File: config.mk
export PLATFORM = sky130hd
export DESIGN_NAME = serial_frame_classifier
export DESIGN_NICKNAME = d
export VERILOG_FILES = /design/src/hdl/sfc_pkg.sv /design/src/hdl/sfc_front.sv /design/src/hdl/sfc_fifo.sv /design/src/hdl/sfc_back.sv /design/src/hdl/serial_frame_classifier.sv
export VERILOG_INCLUDE_DIRS = /design/src /design/src/hdl
export SDC_FILE = /design/constraint.sdc
export NUM_CORES = 1
export LEC_CHECK = 0
export BUFFER_PORTS_ARGS = -buffer_cell sky130_fd_sc_hd__buf_2
export CORE_ASPECT_RATIO = 0.8
export CORE_UTILIZATION = 35
export CTS_CLUSTER_DIAMETER = 100
export CTS_CLUSTER_SIZE = 16
export DETAILED_ROUTE_END_ITERATION = 16
export PLACE_DENSITY = 0.53
export SLEW_MARGIN = 20
export SYNTH_ARGS = -nofsm -noshare
export SYNTH_HDL_FRONTEND = slang
export SYNTH_SLANG_ARGS = --single-unit
export TNS_END_PERCENT = 50
File: constraint.sdc
create_clock -name clk -period 11.3 [get_ports clk]
set_clock_uncertainty 0.1 [all_clocks]
set_input_delay 1.13 -clock clk [delete_from_list [all_inputs] [get_ports clk]]
set_output_delay 1.13 -clock clk [all_outputs]
set_load 0.03 [all_outputs]
File: src/hdl/serial_frame_classifier_assert.svh
// assertion macros shared by the serial frame classifier modules
`ifndef SERIAL_FRAME_CLASSIFIER_ASSERT_SVH
`define SERIAL_FRAME_CLASSIFIER_ASSERT_SVH

// checked on every clock edge, held off while reset is asserted
`define SFC_ASSERT(lbl, prop, msg) \
  lbl: assert property (@(posedge clk) disable iff (!rst_n) prop) else $error(msg);

// checked on every clock edge after the reset edge itself
`define SFC_ASSERT_POST(lbl, prop, msg) \
  lbl: assert property (@(posedge clk) $past(rst_n) |-> prop) else $error(msg);

`endif

File: src/hdl/sfc_pkg.sv
// shared types and constants of the serial frame classifier
`timescale 1ns / 1ps
`default_nettype none

package sfc_pkg;

  localparam int BUFFER_BYTES = 256;
  localparam int HEAD_DEPTH   = 17;
  localparam int CNT_W        = $clog2(BUFFER_BYTES + 1);
  localparam int QDEPTH       = 2;
  localparam int QPTR_W       = $clog2(QDEPTH);
  localparam int QCNT_W       = $clog2(QDEPTH + 1);

  localparam logic [7:0] BCAST_ADDR  = 8'hFF;
  localparam logic [7:0] FN_READ     = 8'h03;
  localparam logic [7:0] FN_WRITE    = 8'h10;
  localparam logic [7:0] UPG_START   = 8'h55;
  localparam logic [7:0] UPG_END     = 8'hAA;
  localparam logic [7:0] CH_HASH     = 8'h23;
  localparam logic [7:0] CH_STAR     = 8'h2A;
  localparam logic [7:0] CH_A        = 8'h41;
  localparam logic [7:0] CH_T        = 8'h54;
  localparam logic [7:0]  DEV_ADDR_RST  = 8'd1;
  localparam logic [15:0] IDLE_LIM_RST  = 16'd50;
  localparam logic [15:0] CRC_INIT      = 16'hFFFF;
  localparam logic [15:0] CRC_POLY      = 16'hA001;

  typedef enum logic {
    CMD_BYTE = 1'b0,
    CMD_TICK = 1'b1
  } cmd_t;

  typedef enum logic {
    REG_DEV_ADDR = 1'b0,
    REG_IDLE_LIM = 1'b1
  } reg_idx_t;

  typedef enum logic [2:0] {
    KIND_UNKNOWN = 3'd0,
    KIND_AT      = 3'd1,
    KIND_MB_OK   = 3'd2,
    KIND_MB_BAD  = 3'd3,
    KIND_UPG_OK  = 3'd4,
    KIND_UPG_BAD = 3'd5
  } frame_kind_t;

  // everything the back end needs to classify one ended frame
  typedef struct packed {
    logic [HEAD_DEPTH-1:0][7:0] head;
    logic [15:0]                crc;
    logic [7:0]                 last1;
    logic [7:0]                 last0;
    logic [CNT_W-1:0]           count;
  } frame_snap_t;

endpackage

`default_nettype wire

File: src/hdl/sfc_front.sv
// front end: takes bytes and ticks, keeps frame state, emits a snapshot at frame end
`timescale 1ns / 1ps
`default_nettype none

module sfc_front (
  input  wire logic                 clk,
  input  wire logic                 rst_n,
  input  wire logic                 in_valid,
  output logic                      in_ready,
  input  wire logic                 in_command,
  input  wire logic [7:0]           in_rx_byte,
  input  wire logic [15:0]          idle_limit,
  input  wire logic                 q_full,
  output logic                      q_push,
  output sfc_pkg::frame_snap_t      q_data
);

  logic [sfc_pkg::HEAD_DEPTH-1:0][7:0] head_r, head_nxt;
  logic [sfc_pkg::CNT_W-1:0]           cnt_r, cnt_nxt;
  logic [15:0]                         crc_r, crc_nxt;
  logic [7:0]                          last0_r, last0_nxt;
  logic [7:0]                          last1_r, last1_nxt;
  logic                                armed_r, armed_nxt;
  logic [15:0]                         cd_r, cd_nxt;
  logic                                accept;
  logic                                frame_end;

  function automatic logic [15:0] crc_feed(input logic [15:0] crc, input logic [7:0] b);
    logic [15:0] c;
    c = crc ^ {8'h00, b};
    for (int k = 0; k < 8; k++) begin
      c = c[0] ? ((c >> 1) ^ sfc_pkg::CRC_POLY) : (c >> 1);
    end
    return c;
  endfunction

  assign in_ready  = !q_full;
  assign accept    = in_valid && in_ready;
  assign frame_end = accept && (in_command == sfc_pkg::CMD_TICK) && armed_r && (cd_r <= 16'd1);
  assign q_push    = frame_end;

  always_comb begin
    q_data.head  = head_r;
    q_data.crc   = crc_r;
    q_data.last1 = last1_r;
    q_data.last0 = last0_r;
    q_data.count = cnt_r;
  end

  always_comb begin
    head_nxt  = head_r;
    cnt_nxt   = cnt_r;
    crc_nxt   = crc_r;
    last0_nxt = last0_r;
    last1_nxt = last1_r;
    armed_nxt = armed_r;
    cd_nxt    = cd_r;
    if (accept) begin
      if (in_command == sfc_pkg::CMD_BYTE) begin
        if (cnt_r < sfc_pkg::CNT_W'(sfc_pkg::BUFFER_BYTES)) begin
          for (int i = 0; i < sfc_pkg::HEAD_DEPTH; i++) begin
            if (cnt_r == sfc_pkg::CNT_W'(i)) head_nxt[i] = in_rx_byte;
          end
          // crc trails two bytes behind so the received crc stays out of it
          if (cnt_r >= sfc_pkg::CNT_W'(2)) crc_nxt = crc_feed(crc_r, last0_r);
          last0_nxt = last1_r;
          last1_nxt = in_rx_byte;
          cnt_nxt   = cnt_r + sfc_pkg::CNT_W'(1);
          armed_nxt = 1'b1;
          cd_nxt    = idle_limit;
        end else begin
          // overflow: drop word, restart count, keep header and timer
          cnt_nxt   = '0;
          crc_nxt   = sfc_pkg::CRC_INIT;
          last0_nxt = '0;
          last1_nxt = '0;
        end
      end else if (armed_r) begin
        if (cd_r > 16'd1) begin
          cd_nxt = cd_r - 16'd1;
        end else begin
          head_nxt  = '0;
          cnt_nxt   = '0;
          crc_nxt   = sfc_pkg::CRC_INIT;
          last0_nxt = '0;
          last1_nxt = '0;
          armed_nxt = 1'b0;
          cd_nxt    = '0;
        end
      end
    end
  end

  always_ff @(posedge clk) begin
    if (!rst_n) begin
      head_r  <= '0;
      cnt_r   <= '0;
      crc_r   <= sfc_pkg::CRC_INIT;
      last0_r <= '0;
      last1_r <= '0;
      armed_r <= 1'b0;
      cd_r    <= '0;
    end else begin
      head_r  <= head_nxt;
      cnt_r   <= cnt_nxt;
      crc_r   <= crc_nxt;
      last0_r <= last0_nxt;
      last1_r <= last1_nxt;
      armed_r <= armed_nxt;
      cd_r    <= cd_nxt;
    end
  end

`include "serial_frame_classifier_assert.svh"

  `SFC_ASSERT(a_idle_empty, (!armed_r |-> cnt_r == '0), "count nonzero while timer idle")

endmodule

`default_nettype wire

File: src/hdl/sfc_fifo.sv
// short queue of frame snapshots between front and back end
`timescale 1ns / 1ps
`default_nettype none

module sfc_fifo (
  input  wire logic                 clk,
  input  wire logic                 rst_n,
  input  wire logic                 push,
  input  wire sfc_pkg::frame_snap_t push_data,
  output logic                      full,
  input  wire logic                 pop,
  output logic                      pop_valid,
  output sfc_pkg::frame_snap_t      pop_data
);

  sfc_pkg::frame_snap_t            mem_r [sfc_pkg::QDEPTH];
  logic [sfc_pkg::QPTR_W-1:0]      wr_ptr_r, wr_ptr_nxt;
  logic [sfc_pkg::QPTR_W-1:0]      rd_ptr_r, rd_ptr_nxt;
  logic [sfc_pkg::QCNT_W-1:0]      cnt_r, cnt_nxt;
  logic                            do_push, do_pop;

  assign full      = (cnt_r == sfc_pkg::QCNT_W'(sfc_pkg::QDEPTH));
  assign pop_valid = (cnt_r != '0);
  assign pop_data  = mem_r[rd_ptr_r];
  assign do_push   = push && !full;
  assign do_pop    = pop && pop_valid;

  function automatic logic [sfc_pkg::QPTR_W-1:0] ptr_inc(input logic [sfc_pkg::QPTR_W-1:0] p);
    return (p == sfc_pkg::QPTR_W'(sfc_pkg::QDEPTH - 1)) ? '0 : p + sfc_pkg::QPTR_W'(1);
  endfunction

  always_comb begin
    wr_ptr_nxt = do_push ? ptr_inc(wr_ptr_r) : wr_ptr_r;
    rd_ptr_nxt = do_pop ? ptr_inc(rd_ptr_r) : rd_ptr_r;
    cnt_nxt    = cnt_r;
    if (do_push && !do_pop) cnt_nxt = cnt_r + sfc_pkg::QCNT_W'(1);
    else if (!do_push && do_pop) cnt_nxt = cnt_r - sfc_pkg::QCNT_W'(1);
  end

  always_ff @(posedge clk) begin
    if (do_push) mem_r[wr_ptr_r] <= push_data;
  end

  always_ff @(posedge clk) begin
    if (!rst_n) begin
      wr_ptr_r <= '0;
      rd_ptr_r <= '0;
      cnt_r    <= '0;
    end else begin
      wr_ptr_r <= wr_ptr_nxt;
      rd_ptr_r <= rd_ptr_nxt;
      cnt_r    <= cnt_nxt;
    end
  end

`include "serial_frame_classifier_assert.svh"

  `SFC_ASSERT(a_no_drop, (push |-> !full), "snapshot pushed into full queue")

endmodule

`default_nettype wire

File: src/hdl/sfc_back.sv
// back end: classifies a queued frame and holds the result word for the output
`timescale 1ns / 1ps
`default_nettype none

module sfc_back (
  input  wire logic                 clk,
  input  wire logic                 rst_n,
  input  wire logic [7:0]           device_address,
  input  wire logic                 q_valid,
  input  wire sfc_pkg::frame_snap_t q_data,
  output logic                      q_pop,
  output logic                      out_valid,
  input  wire logic                 out_ready,
  output logic [2:0]                out_frame_kind,
  output logic [sfc_pkg::CNT_W-1:0] out_frame_length,
  output logic                      out_is_broadcast
);

  sfc_pkg::frame_kind_t      kind, kind_r;
  logic                      bcast, bcast_r;
  logic [sfc_pkg::CNT_W-1:0] len_r;
  logic                      valid_r, valid_nxt;
  logic [7:0]                sum;
  logic                      is_at, is_mb, is_upg, crc_ok;
  logic [sfc_pkg::HEAD_DEPTH-1:0][7:0] h;

  assign h = q_data.head;

  always_comb begin
    sum = '0;
    for (int i = 4; i < 12; i++) begin
      sum = sum + h[i];
    end
  end

  assign is_at  = (h[0] == sfc_pkg::CH_A) && (h[1] == sfc_pkg::CH_T);
  assign is_mb  = ((h[0] == device_address) || (h[0] == sfc_pkg::BCAST_ADDR)) &&
                  ((h[1] == sfc_pkg::FN_READ) || (h[1] == sfc_pkg::FN_WRITE));
  assign is_upg = (h[0] == sfc_pkg::UPG_START) && (h[1] == sfc_pkg::UPG_START) &&
                  (h[2] == sfc_pkg::CH_HASH) && (h[3] == sfc_pkg::CH_HASH) &&
                  (h[13] == sfc_pkg::CH_STAR) && (h[14] == sfc_pkg::CH_STAR) &&
                  (h[15] == sfc_pkg::UPG_END) && (h[16] == sfc_pkg::UPG_END);
  // received crc arrives low byte first
  assign crc_ok = (q_data.count >= sfc_pkg::CNT_W'(2)) &&
                  ({q_data.last1, q_data.last0} == q_data.crc);

  always_comb begin
    kind  = sfc_pkg::KIND_UNKNOWN;
    bcast = 1'b0;
    if (is_at) begin
      kind = sfc_pkg::KIND_AT;
    end else if (is_mb) begin
      kind  = crc_ok ? sfc_pkg::KIND_MB_OK : sfc_pkg::KIND_MB_BAD;
      bcast = (h[0] == sfc_pkg::BCAST_ADDR);
    end else if (is_upg) begin
      kind = (sum == h[12]) ? sfc_pkg::KIND_UPG_OK : sfc_pkg::KIND_UPG_BAD;
    end
  end

  assign q_pop     = q_valid && (!valid_r || out_ready);
  assign valid_nxt = q_pop ? 1'b1 : (out_ready ? 1'b0 : valid_r);

  always_ff @(posedge clk) begin
    if (!rst_n) begin
      valid_r <= 1'b0;
    end else begin
      valid_r <= valid_nxt;
    end
  end

  always_ff @(posedge clk) begin
    if (q_pop) begin
      kind_r  <= kind;
      bcast_r <= bcast;
      len_r   <= q_data.count;
    end
  end

  assign out_valid        = valid_r;
  assign out_frame_kind   = kind_r;
  assign out_frame_length = len_r;
  assign out_is_broadcast = bcast_r;

`include "serial_frame_classifier_assert.svh"

  `SFC_ASSERT(a_bcast_mb, (valid_r && bcast_r |-> (kind_r == sfc_pkg::KIND_MB_OK || kind_r == sfc_pkg::KIND_MB_BAD)), "broadcast flag on non modbus frame")
  `SFC_ASSERT(a_short_mb, (valid_r && kind_r == sfc_pkg::KIND_MB_OK |-> len_r >= sfc_pkg::CNT_W'(2)), "modbus ok with under two bytes")

endmodule

`default_nettype wire

File: src/hdl/serial_frame_classifier.sv
// top level: register port, front end, snapshot queue and back end
//
//  channel  | signals                                    | moves
//  ---------+--------------------------------------------+------------------------------
//  in_      | in_valid/in_ready, in_command, in_rx_byte  | one byte or one tick per word
//  out_     | out_valid/out_ready, kind, length, bcast   | one result word per ended frame
//  cfg_     | psel/penable/pwrite/paddr/pwdata/prdata    | device_address, idle_limit
//
// one input word per cycle while in_ready is high; the crc byte step is unrolled in the front end
// a result word passes through the snapshot queue and the back end register after the tick that ends the frame
// reset is synchronous, active low; no clearing pass is needed
// in_ready drops only when the two-entry snapshot queue is full
// a stalled output holds the back end register; the queue absorbs two more frames
`timescale 1ns / 1ps
`default_nettype none

module serial_frame_classifier (
  input  wire logic                 clk,
  input  wire logic                 rst_n,
  input  wire logic                 in_valid,
  output logic                      in_ready,
  input  wire logic                 in_command,
  input  wire logic [7:0]           in_rx_byte,
  output logic                      out_valid,
  input  wire logic                 out_ready,
  output logic [2:0]                out_frame_kind,
  output logic [8:0]                out_frame_length,
  output logic                      out_is_broadcast,
  input  wire logic                 cfg_psel,
  input  wire logic                 cfg_penable,
  input  wire logic                 cfg_pwrite,
  input  wire logic [2:0]           cfg_paddr,
  input  wire logic [31:0]          cfg_pwdata,
  output logic [31:0]               cfg_prdata,
  output logic                      cfg_pready
);

  logic [7:0]           dev_addr_r;
  logic [15:0]          idle_lim_r;
  logic                 cfg_wr;
  sfc_pkg::reg_idx_t    reg_idx;
  logic                 q_full, q_push, q_pop, q_valid;
  sfc_pkg::frame_snap_t q_in, q_out;

  assign cfg_pready = 1'b1;
  assign cfg_wr     = cfg_psel && cfg_penable && cfg_pwrite && cfg_pready;
  // registers sit on word addresses, low address bits are ignored
  assign reg_idx    = sfc_pkg::reg_idx_t'(cfg_paddr[2]);

  always_ff @(posedge clk) begin
    if (!rst_n) begin
      dev_addr_r <= sfc_pkg::DEV_ADDR_RST;
      idle_lim_r <= sfc_pkg::IDLE_LIM_RST;
    end else if (cfg_wr) begin
      case (reg_idx)
        sfc_pkg::REG_DEV_ADDR: dev_addr_r <= cfg_pwdata[7:0];
        sfc_pkg::REG_IDLE_LIM: idle_lim_r <= cfg_pwdata[15:0];
        default: ;
      endcase
    end
  end

  always_comb begin
    case (reg_idx)
      sfc_pkg::REG_DEV_ADDR: cfg_prdata = {24'h000000, dev_addr_r};
      sfc_pkg::REG_IDLE_LIM: cfg_prdata = {16'h0000, idle_lim_r};
      default:               cfg_prdata = '0;
    endcase
  end

  sfc_front u_front (
    .clk        (clk),
    .rst_n      (rst_n),
    .in_valid   (in_valid),
    .in_ready   (in_ready),
    .in_command (in_command),
    .in_rx_byte (in_rx_byte),
    .idle_limit (idle_lim_r),
    .q_full     (q_full),
    .q_push     (q_push),
    .q_data     (q_in)
  );

  sfc_fifo u_fifo (
    .clk       (clk),
    .rst_n     (rst_n),
    .push      (q_push),
    .push_data (q_in),
    .full      (q_full),
    .pop       (q_pop),
    .pop_valid (q_valid),
    .pop_data  (q_out)
  );

  sfc_back u_back (
    .clk              (clk),
    .rst_n            (rst_n),
    .device_address   (dev_addr_r),
    .q_valid          (q_valid),
    .q_data           (q_out),
    .q_pop            (q_pop),
    .out_valid        (out_valid),
    .out_ready        (out_ready),
    .out_frame_kind   (out_frame_kind),
    .out_frame_length (out_frame_length),
    .out_is_broadcast (out_is_broadcast)
  );

endmodule

`default_nettype wire
==> results.txt <==
Antenna Violating Nets Remaining: 0
Finished Layout Cells: 2,751
Clk_lat worst skew: 0.58 ns
Post-synthesis adder-cell area fraction: 0.0401
Core Footprint: 0.0677 mm²
Number of gates resized after CTS: 0
Largest family of logic cells by synthesized area: simple AND/OR/NAND/NOR gates
Via count: 13,100
Post-synth EDFFs: 367
CTS sink cnt: 591
Post-synthesis mux area share: 0.0896
Most used DFF post-synth: edfxtp_1
Clock share of power: 0.275
Worst slew margin: 0.280
Synth cell count leaders: edfxtp_1, dfxtp_1, mux2i_1
Placed inst area: 0.0254 mm²
Number of H-tree levels: 2
First-pass iteration count of the detailed router: 5
Clk slew on worst S/H paths: 0.07 ns
Final worst path period share: 0.527
Pins Over Slew Limit: 0
Initial DRC count: 834
Min-delay worst type: reg2reg
Fmax: 168 MHz
Number of global-route vias before repair: 12,900
Worst-margin pin slew: 1.08 ns
Status: finished, final reports clean
Type of origin of the critical path: register
NetSw: 0.00159 W
Dpl ws: 5.21 ns
Die ar.: 0.0701 mm²
P_int: 0.00376 W
Mean area per synthesized cell: 13.7 µm²
Post-synthesis cell type count: 73
PortBufs: 63
Largest net degree at the start of global routing: 179
Total GRT Usage: 0.148
Antenna violations before repair: 2
Hold WS: 0.348 ns
DRC viols: 0
Wire per inst: 18.6 µm
Routability cong.: 0.786
RSZ-0062 raised after global routing: false
Total gr overflow: 0
Dpl hpwl: 30,900 µm
Power per cell area: 200 mW/mm²
Final hold violations: 0
Worst EP required: 11.50 ns
Layout area overhead: 10.7%
Reg power frac: 0.453
# hold bufs at CTS: 0
Layout cell share with drive strength beyond 1: 0.108
Nets: 1,910
Setup bufs post-CTS: 0
Static Leak: 8.77 nW
Die Y-Extent: 237 µm
Max-cap violations: 0
Count leader, synth: edfxtp_1
Yosys reg bits: 591
Sequential share of the synthesized area: 0.642
Total CTS buffers: 43
Die X: 296 µm
Synth top area share: 0.456
Synth Area in Compound Gates: 0.0593
First-pass GRT wire length: 78,600 µm
Crit Path Max Fanout: 55
TritonCTS clock tree: done
Clock root buffer: clkbuf_16
Clk buf depth: 3
Switching share of power: 0.298
Setup ws final: 5.34 ns
Setup TNS: 0 ns
Initial Util: 0.357
Setup crit end kind: register
Asr flop ratio synth: 0
Largest cells by area after synthesis: edfxtp_1, dfxtp_1, mux2i_1
Mapped cell area: 0.0242 mm²
WP data arrival: 6.15 ns
Largest area contributor in the netlist: edfxtp_1
Gate Count Post-Synth: 1,762
Logic pwr share: 0.272
Placed insts: 2,671
Synth Area in XOR/XNOR: 0.0356
Yosys warnings: 0
IO Count: 99
WL final: 51,200 µm
Worst Setup Path Type: reg2reg
Simple-gate portion of the synthesized area: 0.109
Diodes inserted: 0
Period minus WS final: 5.96 ns
Fillers: 6,344
Max VDD drop: 0.139 mV
Vias per Instance: 4.75
Site Rows: 85
Final Cell Area: 0.0267 mm²
Final setup vio count: 0
[kinds of logic (layout without fill, tap and decap cells)]
family          count (synthesis)  after routing
buf+inv                       130            191
other cells                     2             17
simple gates                  484            484
xor+xnor                       95             95
mux                           213            213
fa+ha+maj                      54             54
compound gates                193            193
flops                         591            591
[flip-flops by register name, summed over array words and instances (netlist names), named ones only]
| register | cells |
|---|---|
| u_back.out_is_broadcast | 1 |
| u_back.out_frame_kind | 3 |
| u_front.cnt_r | 9 |
| u_fifo.mem_r | 354 |
| u_front.crc_r | 16 |
| u_front.q_data | 136 |
| u_back.out_frame_length | 9 |
| u_fifo.rd_ptr_r | 1 |
| u_front.last0_r | 8 |
| u_front.last1_r | 8 |
| idle_lim_r | 16 |
| u_front.armed_r | 1 |
| dev_addr_r | 8 |
| u_back.out_valid | 1 |
| u_fifo.cnt_r | 2 |
| u_front.cd_r | 16 |
| u_fifo.wr_ptr_r | 1 |
[final timing paths]
| path | from | end | slack, ns | cells past startpoint |
|---|---|---|---|---|
| setup / recovery | register | u_back.out_frame_kind[0] | 5.34 | 14 |
| hold / removal | u_front.q_data[137] | u_fifo.mem_r[1][137] | 0.35 | 0 |
| setup reg to reg | register | u_back.out_frame_kind[0] | 5.34 | 14 |
| hold reg to reg | u_front.q_data[137] | u_fifo.mem_r[1][137] | 0.35 | 0 |
[placed cells by master, fill, tap and decap left out, types with 6 or more instances in the layout]
cell       netlist  routed
a21oi_1         19      18
conb_1           2      17
clkbuf_16        0      44
clkbuf_1        48      29
a21o_1           6       6
and2_1          15      14
mux2i_1        188     188
a22oi_1         25      25
mux2_2          25      25
o21ai_0         44      44
ha_1            15      15
buf_4           18      16
nor2_1          58      56
nand2_1        124     124
xnor2_1         58      58
nor4bb_1         8       8
inv_1           31      31
nor4_1          14      14
nor3_1          34      34
buf_2           16      62
nand4_1         13      13
a21oi_4         12      13
edfxtp_1       367     367
nand3_1         21      21
xor2_1          35      35
dfxtp_1        224     223
a21boi_0        43      43
nor2b_1        160     151
fa_1            39      39
nand2b_1         6       6
[through the flow]
stage / total power [W] / utilization
detailed placement: 0.00395 / 0.375
global route: 0.00568 / 0.395
CTS: 0.00544 / 0.394
floorplan: 0.00361 / -
global placement: 0.00395 / 0.375
finish: 0.00536 / 0.395
[area by class of cell]
cell class	count	area, µm²	share of cell area
inverters	31	116	0.00435
well taps	913	1140	0.0427
multi-input cells	1056	8180	0.306
clock inverters	4	42.5	0.00159
repair buffers	82	526	0.0197
clock buffers	74	1220	0.0458
flip-flops and latches	591	15500	0.580
[power by group through the flow]
stage	Clock, W	Combinational [W]	Sequential (W)
after detailed placement	0	0.00148	0.00248
final	0.00147	0.00146	0.00243
after global placement	0	0.00148	0.00247
after CTS	0.00152	0.00149	0.00243
after floorplan	0	0.00110	0.00250
after global routing	0.00160	0.00164	0.00244
[routing by layer]
layer	up-vias	global-route usage	part of all wire
met4	0	0.0361	0.016
met5	-	0	0
li1	6358	-	-
met2	213	0.227	0.45
met3	58	0.0217	0.036
met1	6437	0.217	0.50
[critical path, stage by stage (launching register included)]
cell and delay (ns):
dfxtp_4 0.55, buf_4 0.84, mux2_2 0.43, fa_1 0.53
inv_1 0.05, fa_1 0.57, fa_1 0.45, fa_1 0.49
inv_1 0.05, ha_1 0.32, nand2_1 0.06, o21ai_0 0.27
xnor3_1 0.44, o21ai_0 0.37, a32oi_1 0.11
No activity file was read; power rests on OpenSTA's default activity.
